$ cat config.mk
export PLATFORM = sky130hd
export DESIGN_NAME = synth_voice_allocator
export DESIGN_NICKNAME = d
export VERILOG_FILES = /design/src/rtl/core/sva_pkg.sv /design/src/rtl/core/sva_ctrl.sv /design/src/rtl/core/sva_dp.sv /design/src/rtl/core/synth_voice_allocator.sv
export SDC_FILE = /design/constraint.sdc
export NUM_CORES = 1
export LEC_CHECK = 0
export ABC_CLOCK_PERIOD_IN_PS = 8300
export BUFFER_PORTS_ARGS = -buffer_cell sky130_fd_sc_hd__buf_4
export CORE_ASPECT_RATIO = 1.25
export CORE_MARGIN = 4
export CORE_UTILIZATION = 60
export CTS_CLUSTER_SIZE = 8
export DETAILED_ROUTE_END_ITERATION = 12
export PLACE_DENSITY = 0.74
export REMOVE_ABC_BUFFERS = 1
export SYNTH_ARGS = -nofsm -noshare
export SYNTH_HDL_FRONTEND = slang
export SYNTH_SLANG_ARGS = --single-unit
$ cat constraint.sdc
create_clock -name clk -period 8.3 [get_ports clk]
set_clock_uncertainty 0.15 [all_clocks]
set_input_delay 1.66 -clock clk [delete_from_list [all_inputs] [get_ports clk]]
set_output_delay 1.66 -clock clk [all_outputs]
set_load 0.01 [all_outputs]
$ cat src/rtl/core/sva_pkg.sv
// ----------------------------------------------------------------------------
// sva_pkg
// Shared types and constants of the voice allocator: table size, index
// widths, role codes, controller states and the control/status bundles.
// ----------------------------------------------------------------------------
`default_nettype none

package sva_pkg;

	localparam int NUM_VOICES = 16;
	localparam int IDX_W      = (NUM_VOICES > 1) ? $clog2(NUM_VOICES) : 1;
	localparam int SEL_W      = 4;
	localparam int NOTE_W     = 7;
	localparam int ROLE_W     = 2;
	localparam int STAMP_W    = 32;

	localparam logic [ROLE_W-1:0] ROLE_NORMAL  = 2'd0;
	localparam logic [ROLE_W-1:0] ROLE_DESCANT = 2'd1;
	localparam logic [ROLE_W-1:0] ROLE_PEDAL   = 2'd2;

	localparam logic OP_WRITE = 1'b0;
	localparam logic OP_FIND  = 1'b1;

	typedef enum logic [2:0] {
		S_IDLE,
		S_WRITE,
		S_SCAN_FREE,
		S_SCAN_AGE,
		S_EMIT
	} state_t;

	// commands from the controller to the datapath
	typedef struct packed {
		logic load_item;
		logic do_write;
		logic scan_free;
		logic scan_age;
		logic load_out;
	} cmd_t;

	// status from the datapath to the controller
	typedef struct packed {
		logic last_entry;
		logic need_age;
	} status_t;

endpackage

`default_nettype wire

$ cat src/rtl/core/sva_ctrl.sv
// ----------------------------------------------------------------------------
// sva_ctrl
// Sequencer of the voice allocator: takes one beat at a time, writes a
// voice entry or walks the table in a free/role/note pass and, when
// stealing, an age pass, and hands the result to the output register.
// ----------------------------------------------------------------------------
`default_nettype none

module sva_ctrl (
	input  wire              clk,
	input  wire              arst_n,
	input  wire              in_valid,
	output logic             in_stall,
	input  wire              op,
	output logic             out_valid,
	input  wire              out_stall,
	input  sva_pkg::status_t sts,
	output sva_pkg::cmd_t    cmd
);
	import sva_pkg::*;

	state_t state_q;
	state_t state_d;
	logic   out_valid_q;
	logic   slot_free;

	assign slot_free = !out_valid_q || !out_stall;
	assign out_valid = out_valid_q;
	assign in_stall  = (state_q != S_IDLE);

	// next state
	always_comb begin
		state_d = state_q;
		unique case (state_q)
			S_IDLE: begin
				if (in_valid) begin
					state_d = (op == OP_FIND) ? S_SCAN_FREE : S_WRITE;
				end
			end
			S_WRITE: begin
				state_d = S_EMIT;
			end
			S_SCAN_FREE: begin
				if (sts.last_entry) begin
					state_d = sts.need_age ? S_SCAN_AGE : S_EMIT;
				end
			end
			S_SCAN_AGE: begin
				if (sts.last_entry) begin
					state_d = S_EMIT;
				end
			end
			S_EMIT: begin
				if (slot_free) begin
					state_d = S_IDLE;
				end
			end
			default: state_d = S_IDLE;
		endcase
	end

	// outputs
	always_comb begin
		cmd = '0;
		unique case (state_q)
			S_IDLE:      cmd.load_item = in_valid;
			S_WRITE:     cmd.do_write  = 1'b1;
			S_SCAN_FREE: cmd.scan_free = 1'b1;
			S_SCAN_AGE:  cmd.scan_age  = 1'b1;
			S_EMIT:      cmd.load_out  = slot_free;
			default:     cmd = '0;
		endcase
	end

	// hold state
	always_ff @(posedge clk or negedge arst_n) begin
		if (!arst_n) begin
			state_q <= S_IDLE;
		end else begin
			state_q <= state_d;
		end
	end

	// output beat flag: set on load, drop once taken
	always_ff @(posedge clk or negedge arst_n) begin
		if (!arst_n) begin
			out_valid_q <= 1'b0;
		end else if (cmd.load_out) begin
			out_valid_q <= 1'b1;
		end else if (!out_stall) begin
			out_valid_q <= 1'b0;
		end
	end

endmodule

`default_nettype wire

$ cat src/rtl/core/sva_dp.sv
// ----------------------------------------------------------------------------
// sva_dp
// Datapath of the voice allocator: voice status table, start stamp
// counter, scan index, search trackers and the result register.
// ----------------------------------------------------------------------------
`default_nettype none

module sva_dp (
	input  wire                          clk,
	input  wire                          arst_n,
	input  sva_pkg::cmd_t                cmd,
	output sva_pkg::status_t             sts,
	input  wire                          op,
	input  wire [sva_pkg::SEL_W-1:0]     voice_sel,
	input  wire                          set_active,
	input  wire [sva_pkg::NOTE_W-1:0]    set_note,
	input  wire                          set_key_down,
	input  wire                          set_released,
	input  wire [sva_pkg::ROLE_W-1:0]    set_role,
	input  wire                          new_start,
	input  wire                          steal_enable,
	output logic                         found,
	output logic [sva_pkg::SEL_W-1:0]    chosen_voice,
	output logic                         stolen
);
	import sva_pkg::*;

	// voice table
	logic               active_q  [NUM_VOICES];
	logic [NOTE_W-1:0]  note_q    [NUM_VOICES];
	logic               held_q    [NUM_VOICES];
	logic               release_q [NUM_VOICES];
	logic [ROLE_W-1:0]  role_q    [NUM_VOICES];
	logic [STAMP_W-1:0] stamp_q   [NUM_VOICES];
	logic [STAMP_W-1:0] counter_q;

	// latched item
	logic               op_q;
	logic [SEL_W-1:0]   sel_q;
	logic               act_q;
	logic [NOTE_W-1:0]  nnote_q;
	logic               key_q;
	logic               rel_q;
	logic [ROLE_W-1:0]  nrole_q;
	logic               start_q;
	logic               steal_q;

	// scan state and trackers
	logic [IDX_W-1:0]   idx_q;
	logic               free_v_q;
	logic [IDX_W-1:0]   free_idx_q;
	logic               desc_v_q;
	logic [IDX_W-1:0]   desc_idx_q;
	logic               ped_v_q;
	logic [IDX_W-1:0]   ped_idx_q;
	logic               low_v_q;
	logic [IDX_W-1:0]   low_idx_q;
	logic [NOTE_W-1:0]  low_note_q;
	logic               top_v_q;
	logic [IDX_W-1:0]   top_idx_q;
	logic [NOTE_W-1:0]  top_note_q;
	logic               any_v_q;
	logic [IDX_W-1:0]   any_idx_q;
	logic [STAMP_W-1:0] any_stamp_q;
	logic               kup_v_q;
	logic [IDX_W-1:0]   kup_idx_q;
	logic [STAMP_W-1:0] kup_stamp_q;

	// result register
	logic               found_q;
	logic [SEL_W-1:0]   chosen_q;
	logic               stolen_q;

	// current entry and derived terms
	logic               e_active;
	logic [NOTE_W-1:0]  e_note;
	logic               e_held;
	logic               e_release;
	logic [ROLE_W-1:0]  e_role;
	logic [STAMP_W-1:0] e_stamp;
	logic               last;
	logic               is_desc;
	logic               is_ped;
	logic               top_eff_v;
	logic               excluded;
	logic [IDX_W-1:0]   wr_idx;
	logic               wr_ok;
	logic               pick_v;
	logic [IDX_W-1:0]   pick_idx;
	logic               pick_steal;
	logic [IDX_W+SEL_W-1:0] pick_wide;

	assign e_active  = active_q[idx_q];
	assign e_note    = note_q[idx_q];
	assign e_held    = held_q[idx_q];
	assign e_release = release_q[idx_q];
	assign e_role    = role_q[idx_q];
	assign e_stamp   = stamp_q[idx_q];

	assign last    = (idx_q == IDX_W'(NUM_VOICES - 1));
	assign is_desc = e_active && (e_role == ROLE_DESCANT) && !desc_v_q;
	assign is_ped  = e_active && (e_role == ROLE_PEDAL) && !ped_v_q;

	// top note is dropped when it is the same voice as the low note
	assign top_eff_v = top_v_q && !(low_v_q && (low_idx_q == top_idx_q));
	assign excluded  = (desc_v_q && (idx_q == desc_idx_q))
	                || (ped_v_q && (idx_q == ped_idx_q))
	                || (low_v_q && (idx_q == low_idx_q))
	                || (top_eff_v && (idx_q == top_idx_q));

	assign sts.last_entry = last;
	assign sts.need_age   = steal_q && !free_v_q && e_active;

	assign wr_idx = IDX_W'(sel_q);
	assign wr_ok  = (int'(sel_q) < NUM_VOICES);

	// final choice from the trackers
	always_comb begin
		pick_v     = 1'b0;
		pick_idx   = '0;
		pick_steal = 1'b0;
		if (op_q == OP_FIND) begin
			if (free_v_q) begin
				pick_v   = 1'b1;
				pick_idx = free_idx_q;
			end else if (steal_q) begin
				// every voice is active here, so any pick cuts a voice
				pick_steal = 1'b1;
				pick_v     = 1'b1;
				if (kup_v_q) begin
					pick_idx = kup_idx_q;
				end else if (any_v_q) begin
					pick_idx = any_idx_q;
				end else if (desc_v_q) begin
					pick_idx = desc_idx_q;
				end else if (ped_v_q) begin
					pick_idx = ped_idx_q;
				end else if (top_eff_v) begin
					pick_idx = top_idx_q;
				end else if (low_v_q) begin
					pick_idx = low_idx_q;
				end else begin
					pick_v     = 1'b0;
					pick_steal = 1'b0;
				end
			end
		end
	end

	assign pick_wide = {{SEL_W{1'b0}}, pick_idx};

	// latch the accepted beat
	always_ff @(posedge clk) begin
		if (cmd.load_item) begin
			op_q    <= op;
			sel_q   <= voice_sel;
			act_q   <= set_active;
			nnote_q <= set_note;
			key_q   <= set_key_down;
			rel_q   <= set_released;
			nrole_q <= set_role;
			start_q <= new_start;
			steal_q <= steal_enable;
		end
	end

	// update the voice table and stamp counter
	always_ff @(posedge clk or negedge arst_n) begin
		if (!arst_n) begin
			for (int i = 0; i < NUM_VOICES; i++) begin
				active_q[i]  <= 1'b0;
				note_q[i]    <= '0;
				held_q[i]    <= 1'b0;
				release_q[i] <= 1'b0;
				role_q[i]    <= '0;
				stamp_q[i]   <= '0;
			end
			counter_q <= STAMP_W'(1);
		end else if (cmd.do_write && wr_ok) begin
			active_q[wr_idx]  <= act_q;
			note_q[wr_idx]    <= nnote_q;
			held_q[wr_idx]    <= key_q;
			release_q[wr_idx] <= rel_q;
			role_q[wr_idx]    <= nrole_q;
			if (start_q) begin
				stamp_q[wr_idx] <= counter_q;
				counter_q       <= counter_q + STAMP_W'(1);
			end
		end
	end

	// advance the scan index, wrap after the last entry
	always_ff @(posedge clk or negedge arst_n) begin
		if (!arst_n) begin
			idx_q <= '0;
		end else if (cmd.load_item) begin
			idx_q <= '0;
		end else if (cmd.scan_free || cmd.scan_age) begin
			idx_q <= last ? '0 : idx_q + IDX_W'(1);
		end
	end

	// free, role and note trackers
	always_ff @(posedge clk or negedge arst_n) begin
		if (!arst_n) begin
			free_v_q <= 1'b0;
			desc_v_q <= 1'b0;
			ped_v_q  <= 1'b0;
			low_v_q  <= 1'b0;
			top_v_q  <= 1'b0;
		end else if (cmd.load_item) begin
			free_v_q <= 1'b0;
			desc_v_q <= 1'b0;
			ped_v_q  <= 1'b0;
			low_v_q  <= 1'b0;
			top_v_q  <= 1'b0;
		end else if (cmd.scan_free) begin
			if (!e_active && !free_v_q) begin
				free_v_q   <= 1'b1;
				free_idx_q <= idx_q;
			end
			if (is_desc) begin
				desc_v_q   <= 1'b1;
				desc_idx_q <= idx_q;
			end
			if (is_ped) begin
				ped_v_q   <= 1'b1;
				ped_idx_q <= idx_q;
			end
			if (e_active && !e_release && !is_desc && !is_ped) begin
				if (!low_v_q || (e_note < low_note_q)) begin
					low_v_q    <= 1'b1;
					low_idx_q  <= idx_q;
					low_note_q <= e_note;
				end
				if (!top_v_q || (e_note > top_note_q)) begin
					top_v_q    <= 1'b1;
					top_idx_q  <= idx_q;
					top_note_q <= e_note;
				end
			end
		end
	end

	// oldest candidate trackers
	always_ff @(posedge clk or negedge arst_n) begin
		if (!arst_n) begin
			any_v_q <= 1'b0;
			kup_v_q <= 1'b0;
		end else if (cmd.load_item) begin
			any_v_q <= 1'b0;
			kup_v_q <= 1'b0;
		end else if (cmd.scan_age && !excluded) begin
			if (!any_v_q || (e_stamp < any_stamp_q)) begin
				any_v_q     <= 1'b1;
				any_idx_q   <= idx_q;
				any_stamp_q <= e_stamp;
			end
			if (!e_held && (!kup_v_q || (e_stamp < kup_stamp_q))) begin
				kup_v_q     <= 1'b1;
				kup_idx_q   <= idx_q;
				kup_stamp_q <= e_stamp;
			end
		end
	end

	// hold the result beat until the next load
	always_ff @(posedge clk) begin
		if (cmd.load_out) begin
			found_q  <= pick_v;
			chosen_q <= pick_wide[SEL_W-1:0];
			stolen_q <= pick_steal;
		end
	end

	assign found        = found_q;
	assign chosen_voice = chosen_q;
	assign stolen       = stolen_q;

endmodule

`default_nettype wire

$ cat src/rtl/core/synth_voice_allocator.sv
// ----------------------------------------------------------------------------
// synth_voice_allocator
// Polyphonic voice allocation with voice stealing.
//
// Input channel (in_valid/in_stall) carries one beat per item: op 0 writes
// one voice entry (optionally stamping it as the newest start), op 1 asks
// for a voice for a new note. Output channel (out_valid/out_stall) returns
// one beat per item: found, chosen_voice, stolen (all zero for writes).
// A write goes from accept through the write state to the output register.
// A find walks the table one entry per cycle, once for free/role/note and,
// when it steals, once more for age. One item is in work at a time; in_stall
// is high while it is, and the next beat is taken in the cycle after the
// result loads. A result parked in the output register does not hold off the
// next accept; a later result waits in the sequencer until the receiver drops
// out_stall. Reset clears the voice table, sets the stamp counter to one
// and empties the output register.
// ----------------------------------------------------------------------------
`default_nettype none

module synth_voice_allocator (
	input  wire                          clk,
	input  wire                          arst_n,
	input  wire                          in_valid,
	output logic                         in_stall,
	input  wire                          op,
	input  wire [sva_pkg::SEL_W-1:0]     voice_sel,
	input  wire                          set_active,
	input  wire [sva_pkg::NOTE_W-1:0]    set_note,
	input  wire                          set_key_down,
	input  wire                          set_released,
	input  wire [sva_pkg::ROLE_W-1:0]    set_role,
	input  wire                          new_start,
	input  wire                          steal_enable,
	output logic                         out_valid,
	input  wire                          out_stall,
	output logic                         found,
	output logic [sva_pkg::SEL_W-1:0]    chosen_voice,
	output logic                         stolen
);
	import sva_pkg::*;

	cmd_t    cmd;
	status_t sts;

	// sequencer
	sva_ctrl u_ctrl (
		.clk       (clk),
		.arst_n    (arst_n),
		.in_valid  (in_valid),
		.in_stall  (in_stall),
		.op        (op),
		.out_valid (out_valid),
		.out_stall (out_stall),
		.sts       (sts),
		.cmd       (cmd)
	);

	// table and search datapath
	sva_dp u_dp (
		.clk          (clk),
		.arst_n       (arst_n),
		.cmd          (cmd),
		.sts          (sts),
		.op           (op),
		.voice_sel    (voice_sel),
		.set_active   (set_active),
		.set_note     (set_note),
		.set_key_down (set_key_down),
		.set_released (set_released),
		.set_role     (set_role),
		.new_start    (new_start),
		.steal_enable (steal_enable),
		.found        (found),
		.chosen_voice (chosen_voice),
		.stolen       (stolen)
	);

endmodule

`default_nettype wire
==> results of run 1 <==
-- cell type report --
type / count / area (um2) / area share (%)
Timing Repair Buffer: 72 / 611 / 1.37
Tap cell: 856 / 1070 / 2.41
Clock inverter: 3 / 26.3 / 0.0592
Multi-Input combinational cell: 1419 / 16400 / 36.8
Inverter: 81 / 305 / 0.687
Clock buffer: 172 / 3300 / 7.44
Sequential cell: 882 / 22700 / 51.2
-- critical path: stages (launching register included) --
cell	delay [ps]
dfrtp_4	630
buf_12	510
mux4_2	600
mux4_2	560
ha_1	360
a21o_1	180
a21oi_1	150
nor2b_1	70
o311ai_0	320
nand3_1	220
o22ai_4	600
buf_4	410
-- metrics by stage --
| stage | cell area (um2) | setup TNS [ps] |
|---|---|---|
| after global placement | 41100 | 0 |
| final | 44400 | 0 |
| after CTS | 44400 | 0 |
| after floorplan | 39300 | -250960 |
| after detailed placement | 41100 | 0 |
| after global routing | 44400 | 0 |
-- sequential cells by signal, indices dropped and copies added, names as in the netlist, 7 cells and up --
name,cells
u_dp.role_q,32
u_dp.kup_stamp_q,32
u_dp.release_q,16
u_dp.note_q,112
u_dp.top_note_q,7
u_dp.active_q,16
u_dp.nnote_q,7
u_dp.held_q,16
u_dp.stamp_q,512
u_dp.any_stamp_q,32
u_dp.low_note_q,7
u_dp.counter_q,32
-- cell usage after synthesis (all sizes together) (24+ instances only) --
master  instances
edfxtp        131
dfrtp         750
nand2          64
xnor2          33
clkbuf        115
mux4          210
a21oi          44
nor2           35
nand3          38
buf            90
ha             77
inv            80
nand4          24
mux2          706
-- where the power goes --
part	internal, mW	switching, mW
registers	4.76	0.380
logic	0.833	0.944
clock network	2.69	1.72
-- worst max path at each step --
stage | slack, ps | to
after floorplan | -3170 | u_dp.any_idx_q[0]$_DFFE_PP_
after global placement | 3190 | u_dp.any_idx_q[0]$_DFFE_PP_
after detailed placement | 3110 | u_dp.any_idx_q[0]$_DFFE_PP_
after CTS | 3070 | u_dp.any_idx_q[2]$_DFFE_PP_
after global routing | 2830 | u_dp.any_idx_q[1]$_DFFE_PP_
final | 3100 | u_dp.any_idx_q[2]$_DFFE_PP_
-- cells by family (layout without fill, tap and decap cells) --
group,after synthesis,count (layout),synth area share (%)
fa+ha+maj,77,77,2.40
xor+xnor,52,52,1.13
flops,882,882,56.5
compound gates,127,127,2.08
buf+inv,286,328,2.96
simple gates,234,234,3.03
mux,929,929,31.9
-- routing by layer --
| layer | global-route usage [%] | vias up |
|---|---|---|
| met4 | 8.43 | 0 |
| met2 | 45.9 | 565 |
| met1 | 34.8 | 12085 |
| met3 | 3.52 | 173 |
| met5 | 0 | - |
| li1 | - | 9566 |
==> qor.csv, run 1 <==
metric,value,unit
outcome,finished clean,
highest metal used,met4,
hold depth,1,
Num CTS Buffers,120,
Top Ports,31,
most frequent cells in the layout,"dfrtp_1 (747), mux2_2 (702), mux4_2 (208)",
Hold/Removal Path Class,flip-flop to flip-flop,
Detail Route Antenna Nets,0,
CTS hold repair buffers,0,
DIE AREA,71300,um2
Leakage Power,20.9,nW
Startpoint Class,flip-flop,
Final min period,5200,ps
pwr/cell area,255,nW/um2
Yosys cell types,65,
Detail Placement HPWL,52900,um
RSZ-0062 raised after global routing,false,
final hold vios,0,
"commonest non-fill, non-tap cell in the layout",dfrtp_1,
Post-synth EDFFs,131,
Critical Path RT,8490,ps
R2R Path End,u_dp.any_idx_q[2]$_DFFE_PP_,
core footprint,66100,um2
Worst Max-Slew Pin Slew,1050,ps
crit path from,u_dp.idx_q[0]$_DFFE_PN0P_,
die height,297,um
critical path peak fanout,76,
Worst Setup End Kind,flip-flop,
Worst R2R Start,u_dp.idx_q[0]$_DFFE_PN0P_,
ant diodes,0,
worst vdd ir,238,uV
max frequency,192,MHz
Placed Cells,3310,
Worst Reg-to-Reg Cells,11,
share of cells above drive strength 1,43.4,%
post-synth top area share,46.7,%
initial antenna violation count,0,
Final setup viols,0,
met1 wire length,37900,um
fin util,67.2,%
"FF+latch count, synth",882,
vias in the first global route,24497,
Max-slew headroom,29.9,%
Worst-path clk slew,50,ps
Met2 Routed Length,48600,um
asr flop ratio synth,85.1,%
Placement Setup Slack,3110,ps
Hold Slack,347,ps
R2R Setup Slk,3100,ps
Clock Latency Late Sink,670,ps
dominant cell type by area after synthesis,dfrtp_1,
Synth Warn #,0,
Mapped Cells,2587,
Max-Cap Viols,0,
global-route wire length before repair,145000,um
hold wc startpoint,u_dp.stamp_q[164]$_DFFE_PN0P_,
clock tree buffer depth,3,
"Slew Viols, Final",0,
Post-Synthesis Cell Area,40200,um2
WL/cell,26.6,um
starting density of the core,60.9,%
Total Routing Usage GR,26.4,%
crit path DAT,5390,ps
Num Clock Sinks,882,
Syn-to-layout area delta,10.5,%
vias,22389,
DR pass1 iterations,7,
Root Buffer,clkbuf_16,
syn avg cell area,15.5,um2
Post-route DRC,0,
Placer Congestion,0.858,
Layout fillers,4471,
TritonCTS clock tree,yes,
DRT Wirelength,92700,um
deepest level of the CTS H-tree,3,
largest net degree at the start of global routing,186,
setup bufs post-CTS,0,
final non-filler cell total,3485,
Final WS setup,3100,ps
grt total ovfl,0,
Rows,105,
ys flop type,dfrtp_1,
WHS Endpoint,u_dp.stamp_q[164]$_DFFE_PN0P_,
Die W,240,um
final worst-path cycle share,62.7,%
Total Power,11.3,mW
Met3 Wirelength,3550,um
vias per inst,6.42,
nets@finish,2676,
Port-buffer cells,30,
Starting DRT DRC Count,1466,
CP Class,flip-flop to flip-flop,
register area share after synthesis,56.5,%
leading post-synthesis cells by cell area,"dfrtp_1 (47%), mux2_2 (20%), mux4_2 (12%)",
post_cts resized,0,
Power figures use the tool's default switching activity.
==> inputs of run 2 (changes only) <==
Settings changed: ABC_CLOCK_PERIOD_IN_PS 8300 to 4390, CORE_UTILIZATION 60 to 57.
Clock period 8.3 ns to 4.39 ns, I/O delays scaled along.
==> qor.csv, run 2 (synthesized netlist as in run 1, its figures left out) <==
metric,value,unit,change
DIE AREA,74900,um2,was 71300 um2
Num CTS Buffers,120,,unchanged
Detail Route Antenna Nets,0,,unchanged
CP Class,flip-flop to flip-flop,,unchanged
TritonCTS clock tree,yes,,unchanged
vias,22831,,was 22389
pwr/cell area,484,nW/um2,was 255 nW/um2
Num Clock Sinks,882,,unchanged
Top Ports,31,,unchanged
"Slew Viols, Final",0,,unchanged
Max-Cap Viols,0,,unchanged
nets@finish,2719,,was 2676
core footprint,69700,um2,was 66100 um2
Total Power,21.8,mW,was 11.3 mW
crit path DAT,4490,ps,was 5390 ps
Rows,108,,was 105
die height,305,um,was 297 um
Worst Max-Slew Pin Slew,1070,ps,was 1050 ps
Starting DRT DRC Count,1773,,was 1466
Leakage Power,21.2,nW,was 20.9 nW
Die W,246,um,was 240 um
Hold/Removal Path Class,primary input to asynchronous set/reset pin,,was flip-flop to flip-flop
Port-buffer cells,30,,unchanged
Fin Setup TNS,0,ps,unchanged
R2R Path End,u_dp.any_stamp_q[11]$_DFFE_PP_,,was u_dp.any_idx_q[2]$_DFFE_PP_
"commonest non-fill, non-tap cell in the layout",dfrtp_1,,unchanged
Startpoint Class,flip-flop,,unchanged
final worst-path cycle share,97.2,%,was 62.7%
DR pass1 iterations,5,,was 7
outcome,finished clean,,unchanged
initial antenna violation count,0,,unchanged
clock tree buffer depth,3,,unchanged
deepest level of the CTS H-tree,3,,unchanged
Syn-to-layout area delta,12.1,%,was 10.5%
Final min period,4270,ps,was 5200 ps
Worst Setup End Kind,flip-flop,,unchanged
grt total ovfl,0,,unchanged
vias in the first global route,24699,,was 24497
max frequency,234,MHz,was 192 MHz
Top Registers,"u_dp.stamp_q: 512 flops, u_dp.note_q: 112 flops",,unchanged
critical path peak fanout,20,,was 76
Layout fillers,4820,,was 4471
RSZ-0062 raised after global routing,false,,unchanged
max reg flops,512,,unchanged
Critical Path RT,4610,ps,was 8490 ps
multi-input logic area,16400,um2,unchanged
Root Buffer,clkbuf_16,,unchanged
Clock Latency Late Sink,680,ps,was 670 ps
share of cells above drive strength 1,44.5,%,was 43.4%
global-route wire length before repair,149000,um,was 145000 um
R2R Setup Slk,120,ps,was 3100 ps
Post-route DRC,0,,unchanged
Worst R2R Start,u_dp.idx_q[0]$_DFFE_PN0P_,,unchanged
Placer Congestion,0.838,,was 0.858
starting density of the core,57.7,%,was 60.9%
Final setup viols,0,,unchanged
final hold vios,0,,unchanged
"Most flops, register",u_dp.stamp_q,,unchanged
vias per inst,6.34,,was 6.42
crit path from,u_dp.idx_q[0]$_DFFE_PN0P_,,unchanged
FF/Latch Area,22700,um2,unchanged
WL/cell,26.8,um,was 26.6 um
crit path to,u_dp.any_stamp_q[11]$_DFFE_PP_,,was u_dp.any_idx_q[2]$_DFFE_PP_
ant diodes,0,,unchanged
DRT Wirelength,96400,um,was 92700 um
Worst-path clk slew,50,ps,about the same
worst vdd ir,324,uV,was 238 uV
Max-slew headroom,28.2,%,was 29.9%
largest net degree at the start of global routing,189,,was 186
CTS hold repair buffers,0,,unchanged
Detail Placement HPWL,57700,um,was 52900 um
Worst Reg-to-Reg Cells,11,,unchanged
fin util,64.6,%,was 67.2%
most frequent cells in the layout,"dfrtp_1 (747), mux2_2 (702), mux4_2 (208)",,unchanged
Total Routing Usage GR,26.1,%,was 26.4%
-- run 2: per-stage QoR --
| stage | cells | worst slack (ps) | hold WS, ps | instance area [um2] |
|---|---|---|---|---|
| after detailed placement | 3426 | 29.7 | 326 | 41700 |
| after floorplan | 2382 | -7080 | 303 | 39300 |
| after global routing | 3600 | 44.2 | 38.6 | 45100 |
| after global placement | 3426 | 25.2 | 314 | 41700 |
| final | 3600 | 122 | 12.3 | 45100 |
| after CTS | 3594 | 7.97 | 11.2 | 45000 |
-- run 2: worst max-delay path: stages, from the launching register on --
cell and delay [ps]:
dfrtp_4 430, buf_12 140, buf_12 170, mux4_2 510
mux4_2 580, ha_1 370, a21oi_1 190, a21oi_1 110
o311ai_0 600, nand3_1 230, o22ai_4 240, buf_12 210
-- run 2: how the worst min path moves through the flow --
stage	from	endpoint	slack, ps	cells past startpoint
floorplan	u_dp.stamp_q[133]$_DFFE_PN0P_	u_dp.stamp_q[133]$_DFFE_PN0P_	300	1
detailed placement	u_dp.stamp_q[133]$_DFFE_PN0P_	u_dp.stamp_q[133]$_DFFE_PN0P_	330	1
global placement	u_dp.stamp_q[133]$_DFFE_PN0P_	u_dp.stamp_q[133]$_DFFE_PN0P_	310	1
global route	arst_n	u_dp.note_q[3]$_DFFE_PN0P_	40	1
finish	arst_n	u_dp.note_q[3]$_DFFE_PN0P_	10	1
CTS	arst_n	u_dp.note_q[17]$_DFFE_PN0P_	10	1
-- run 2: per-layer routing --
metal	share of wire [%]	up-vias	track usage, %
li1	-	9648	-
met1	40	12355	34.4
met2	51	637	44.7
met3	4.6	191	3.76
met4	3.8	0	9.30
met5	0	-	0
-- run 2: cell type report --
cell class                 instances  area share, %
inverter                          81          0.677
clock inverter                     3         0.0583
multi-input combinational       1419           36.3
sequential                       882           50.5
tap                              935           2.60
clock buffer                     165           7.27
timing repair buffer             115           2.62
-- run 2: what timing repair did --
action | 4_1_cts | 5_1_grt
hold endpoints to repair | 0 | 0
setup buffers | 0 | 6
setup endpoints to repair | 0 | 83
resized for setup | 0 | 4
-- run 2: where the power goes --
part	leakage (nW)	internal (mW)	switching, mW	total (mW)
clock network	1.60	5.06	3.29	8.35
logic	7.97	1.85	1.98	3.82
registers	11.6	9.01	0.655	9.66
